$ cat src/rtl/pepper_noise_hole_fill_assert.svh
// Assertion macros for the pepper noise hole fill block.
`ifndef PEPPER_NOISE_HOLE_FILL_ASSERT_SVH
`define PEPPER_NOISE_HOLE_FILL_ASSERT_SVH

`ifndef SYNTH
// Concurrent property check, disabled while reset is asserted.
`define PNHF_ASSERT(lbl, clk, rst_n, prop, msg) \
	lbl: assert property (@(posedge clk) disable iff (!rst_n) (prop)) else $error(msg);
// Condition that must never hold at a clock edge.
`define PNHF_NEVER(lbl, clk, rst_n, cond, msg) \
	lbl: assert property (@(posedge clk) disable iff (!rst_n) !(cond)) else $error(msg);
`else
`define PNHF_ASSERT(lbl, clk, rst_n, prop, msg)
`define PNHF_NEVER(lbl, clk, rst_n, cond, msg)
`endif

`endif

$ cat src/rtl/pnhf_ram.sv
// Generic simple dual-port RAM with registered read.
`default_nettype none
module pnhf_ram #(
	parameter int WIDTH = 8,
	parameter int DEPTH = 256
) (
	input  wire                     clk,
	input  wire                     we,
	input  wire [$clog2(DEPTH)-1:0] waddr,
	input  wire [WIDTH-1:0]         wdata,
	input  wire                     re,
	input  wire [$clog2(DEPTH)-1:0] raddr,
	output logic [WIDTH-1:0]        rdata
);

	logic [WIDTH-1:0] mem [DEPTH];

	always_ff @(posedge clk) begin
		if (we) begin
			mem[waddr] <= wdata;
		end
		if (re) begin
			rdata <= mem[raddr];
		end
	end

endmodule
`default_nettype wire

$ cat config.mk
export PLATFORM = sky130hd
export DESIGN_NAME = pnhf_ram
export DESIGN_NICKNAME = d
export VERILOG_FILES = /design/src/rtl/pepper_noise_hole_fill_assert.svh /design/src/rtl/pnhf_ram.sv
export SDC_FILE = /design/constraint.sdc
export NUM_CORES = 2
export LEC_CHECK = 0
export BUFFER_PORTS_ARGS = -buffer_cell sky130_fd_sc_hd__buf_2
export CAP_MARGIN = 20
export CORE_MARGIN = 2
export CORE_UTILIZATION = 60
export DETAILED_ROUTE_END_ITERATION = 10
export GPL_ROUTABILITY_DRIVEN = 0
export PLACE_DENSITY = 0.74
export RECOVER_POWER = 25
export SLEW_MARGIN = 20
export SYNTH_ARGS = -nofsm -noshare
export SYNTH_HDL_FRONTEND = slang
export SYNTH_SLANG_ARGS = --single-unit
$ cat constraint.sdc
create_clock -name clk -period 6.3 [get_ports clk]
set_input_delay 0.63 -clock clk [delete_from_list [all_inputs] [get_ports clk]]
set_output_delay 0.63 -clock clk [all_outputs]
set_load 0.01 [all_outputs]
# Word level (Yosys, flattened, before mapping)
# Memories as Yosys holds them, arrays and structs flattened. A register that Yosys moved wholly into a read port is not among the register bits.
# Index checks and enable logic that the tools add are counted.
classes:
  reduce_logical: 0
  muxes: 2
  order_cmp: 0
  mul: 0
  shift: 0
  n_bitwise: 0
  addsub: 0
  eq_ne: 0
  n_div: 0
op_table:
  columns: ["cell", "count"]
  rows:
  - ["two-way mux 1 bit", 2]
word_totals:
  elab_cells: 3
  n_memories: 1
  romBits: 0
  inputBits: 27
  ram_bits: 2048
  ff_bits: 0
  out_inout_bits: 8
  latchBits: 0
memory_table:
  columns: ["name", "words", "word_bits", "read_ports", "rd_ports_with_merged_regs", "wr", "line", "rtl"]
  rows:
  - ["mem", 256, 8, 1, 1, 1, "pnhf_ram.sv:16", "logic [WIDTH-1:0] mem [DEPTH];"]

# Depth between registers and ports, before layout
logic_depth:
  depth_word: 2
  mapped_depth: 11
  ltp_nobuf: 6

# Least setup slack after synthesis
# Ideal clock, no wire load.
synth_timing:
  kind: "input port to flip-flop"
  start: "input port raddr[0]"
  end: "register rdata[2], read port of mem (data pin)"
  setup_ps: 269
  path_buffers: 4
  cell_stages: 9
  arrival_ps: 2437
  setup_slack_ps: 3594
  cell_sequence: "buf_6 buf_12 buf_8 buf_2 mux4_2 a22oi_1 a21oi_1 nor4_1 nor4_2"
synth_rtl:
  columns: ["item", "line", "rtl"]
  rows:
  - ["from (decl)", "pnhf_ram.sv:12", "input wire [$clog2(DEPTH)-1:0] raddr,"]
  - ["to (decl)", "pnhf_ram.sv:13", "output logic [WIDTH-1:0] rdata"]

# Final worst setup path
layout_timing:
  start: "input port wdata[0]"
  end: "memory mem[159][0] (data pin)"
layout_rtl:
  columns: ["item", "line", "rtl"]
  rows:
  - ["from (decl)", "pnhf_ram.sv:10", "input wire [WIDTH-1:0] wdata,"]
  - ["to (decl)", "pnhf_ram.sv:16", null]
# No word-level cell before the write port.

==> results.cfg <==
[run_status]
outcome = finished with violations
violations = max-capacitance violations, max-slew violations

[synth]
ys_ff_latch = 2056
synth_edf_count = 2056
synthCells = 3733
synthDistinctLibCells = 54
synth_area_per_cell_um2 = 21.3
yosysWarnings = 0
synth_top_flop_cell = edfxtp_1
seq_area_frac_synth_pct = 77.5
synth_nets = 3760
async_reset_ff_share_pct = 0
syn_area_um2 = 79600

[clock_tree]
h-tree-depth = 4
clk_pin_slew_ps = 60
cts_tree = built
cts.sink_count = 2056
clockBufferDepth = 3
cts_buffers = 194
holdBufCountCts = 0
cts_root_buffer = clkbuf_16
post_cts_buffers = 0
ctsResizeCount = 0
clock_latency_ps = 830

[detailed_routing]
viasPerCell = 6.83
ant_nets = 0
drcViolationCount = 0
detail_route.wl_per_cell_um = 33.4
first_pass_iters = 8
wirelength_um = 192000
via_count = 39200
drtIter0Drc = 6012

[global_routing]
antenna_found_initial = 15
busiest_layer = met2
grt_overflow_total = 0
use_met3_pct = 6.58
grt_pass1_wl_um = 276000
use_met1_pct = 40.4
grt_max_degree = 169
grt.total_usage_pct = 28.6
grtUsageMet2_pct = 44.1
grt_pass1_vias = 38700

[floorplan]
die_w_um = 368
row_count = 133
initial_core_util_pct = 60.5
die_h_um = 368
core_area_um2 = 132000
io-pin-count = 35
dieArea_um2 = 136000

[critical_path]
max_stage_delay_ps = 3290
crit_chain = clkbuf_1, buf_12
r2r.worst_path.cells = 6
crit_path_start_kind = primary input
startpoint = wdata[0]
cp_num_buf_inv = 2
end_kind = flop
rrSetupSlack_ps = 3280
crit_required_ps = 6740
critPathCapture = mem[159][0]
reg2reg_from = mem[27][3]
crit_type = primary input to flop
crit_cells = 2
cpMaxStageDelayCell = clkbuf_1
critPathTopFamily = buffers and inverters
crit_path_max_fanout = 156
worst_r2r_endpoint = rdata[3]
arrival_ps = 4690

[layout]
fill_cells = 8085
design_area_um2 = 87600
syn2layout_area_growth_pct = 10.0
layout.cells.non_filler = 5736
drive_gt1_share_pct = 21.5
final_nets = 3846
final_util_pct = 66.6

[hold_path]
holdCritPathClass = primary input to flop

[placement]
dp_cells = 5378
dp_slack_ps = 1960
dp_hpwl_um = 114000
io_buffers = 34
placed_area_um2 = 81600

[timing]
rsz0062_at_grt = no
max_freq_mhz = 235
tns_ps = 0
tightest_slew_ps = 4890
fin_crit_ps = 4250
hold_violations = 0
drv_slew = 564
setup_viol = 0
relSlewSlack_pct = -226
worst_slack_ps = 2050
min_period_over_period_pct = 67.4
clock_skew_ps = 52.6

[power]
ir_drop_v = 0.000266
leakagePower_nw = 26.9
p_per_area_nw_per_um2 = 316

[run]
maxCapViolCount = 7
registers in the layout (all words and copies together), names as in the netlist:
| signal | count |
|---|---|
| rdata | 8 |
| mem | 2048 |
stage by stage:
stage	power [mW]	hold WS, ps
after global placement	16.7	1040
after CTS	27.7	266
final	27.7	497
after floorplan	16.1	729
after detailed placement	16.7	1050
after global routing	28.3	532
cells in the final DEF (no fill, tap or decap), types with 3 or more instances in the layout:
cell type  synthesis  layout
a211oi_1          16      16
a21oi_1           96      96
a221oi_1          13      13
a22o_1             8       8
a22oi_1          133     133
and2_1             6       6
buf_12             8      17
buf_2             31      24
buf_4             27      68
bufinv_16          0      11
clkbuf_1         111      50
clkbuf_16          0     198
clkbuf_8           0       4
clkinv_1           1      57
clkinv_2           0      29
clkinv_8           0       3
diode_2            0       7
edfxtp_1        2056    2056
inv_16             0       5
mux2i_1          134     134
mux4_2           454     454
nand2_1           33      31
nand2b_1           8       8
nand3_1           34      34
nand4_1           10      10
nor2_1           282     279
nor2b_1           31      28
nor3_1            22      20
nor4_1            24      16
nor4_2             3      11
o211ai_1          10      10
o21ai_0           10      10
o221ai_1          46      46
o22a_1             5       5
o22ai_1           28      28
o32ai_1            4       4
or2_2              4       4
power breakdown:
part | switching, mW | internal (mW) | total (mW)
logic | 0.878 | 0.442 | 1.32
registers | 0.0245 | 15.1 | 15.1
clock network | 5.00 | 6.22 | 11.2
total | 5.90 | 21.8 | 27.7
kinds of logic (layout without fill, tap and decap cells):
| logic type | count (synthesis) | in the layout | share of synthesized area, % |
|---|---|---|---|
| flops | 2056 | 2056 | 77.5 |
| mux | 591 | 591 | 14.6 |
| simple gates | 466 | 466 | 2.63 |
| compound gates | 385 | 385 | 3.42 |
| buf+inv | 235 | 476 | 1.83 |
| other cells | 0 | 7 | 0 |
layout make-up:
type | count | area [um2] | share of cell area (%)
flip-flops and latches | 2056 | 61700 | 70.5
multi-input cells | 1442 | 16500 | 18.9
clock buffers | 241 | 5120 | 5.84
well taps | 1755 | 2200 | 2.51
repair buffers | 123 | 1090 | 1.24
clock inverters | 110 | 927 | 1.06
diodes | 7 | 17.5 | 0.0200
inverters | 2 | 7.51 | 0.00857
layer usage:
layer,up-vias,wire [um]
li1,15900,-
met1,20400,69900
met2,2496,92100
met3,410,21600
met4,10,7990
met5,-,59
cells in the mapped netlist, types with 24 or more instances:
cell type  number  share of area (%)
a22oi_1       133                1.3
buf_2          31               0.19
edfxtp_1     2056                 78
o221ai_1       46               0.51
a21oi_1        96               0.60
nor4_1         24               0.19
nand3_1        34               0.21
buf_4          27               0.25
nor2_1        282                1.3
mux4_2        454                 13
mux2i_1       134                1.7
clkbuf_1      111               0.52
nor2b_1        31               0.24
nand2_1        33               0.16
o22ai_1        28               0.22
worst min path at each step:
stage	from	to	cells past startpoint
floorplan	wdata[0]	mem[0][0]	0
detailed placement	mem[45][6]	rdata[6]	5
global placement	mem[45][6]	rdata[6]	5
global route	raddr[4]	rdata[6]	3
finish	wdata[6]	mem[194][6]	1
CTS	re	rdata[6]	1
No activity file was read; power rests on OpenSTA's default activity.
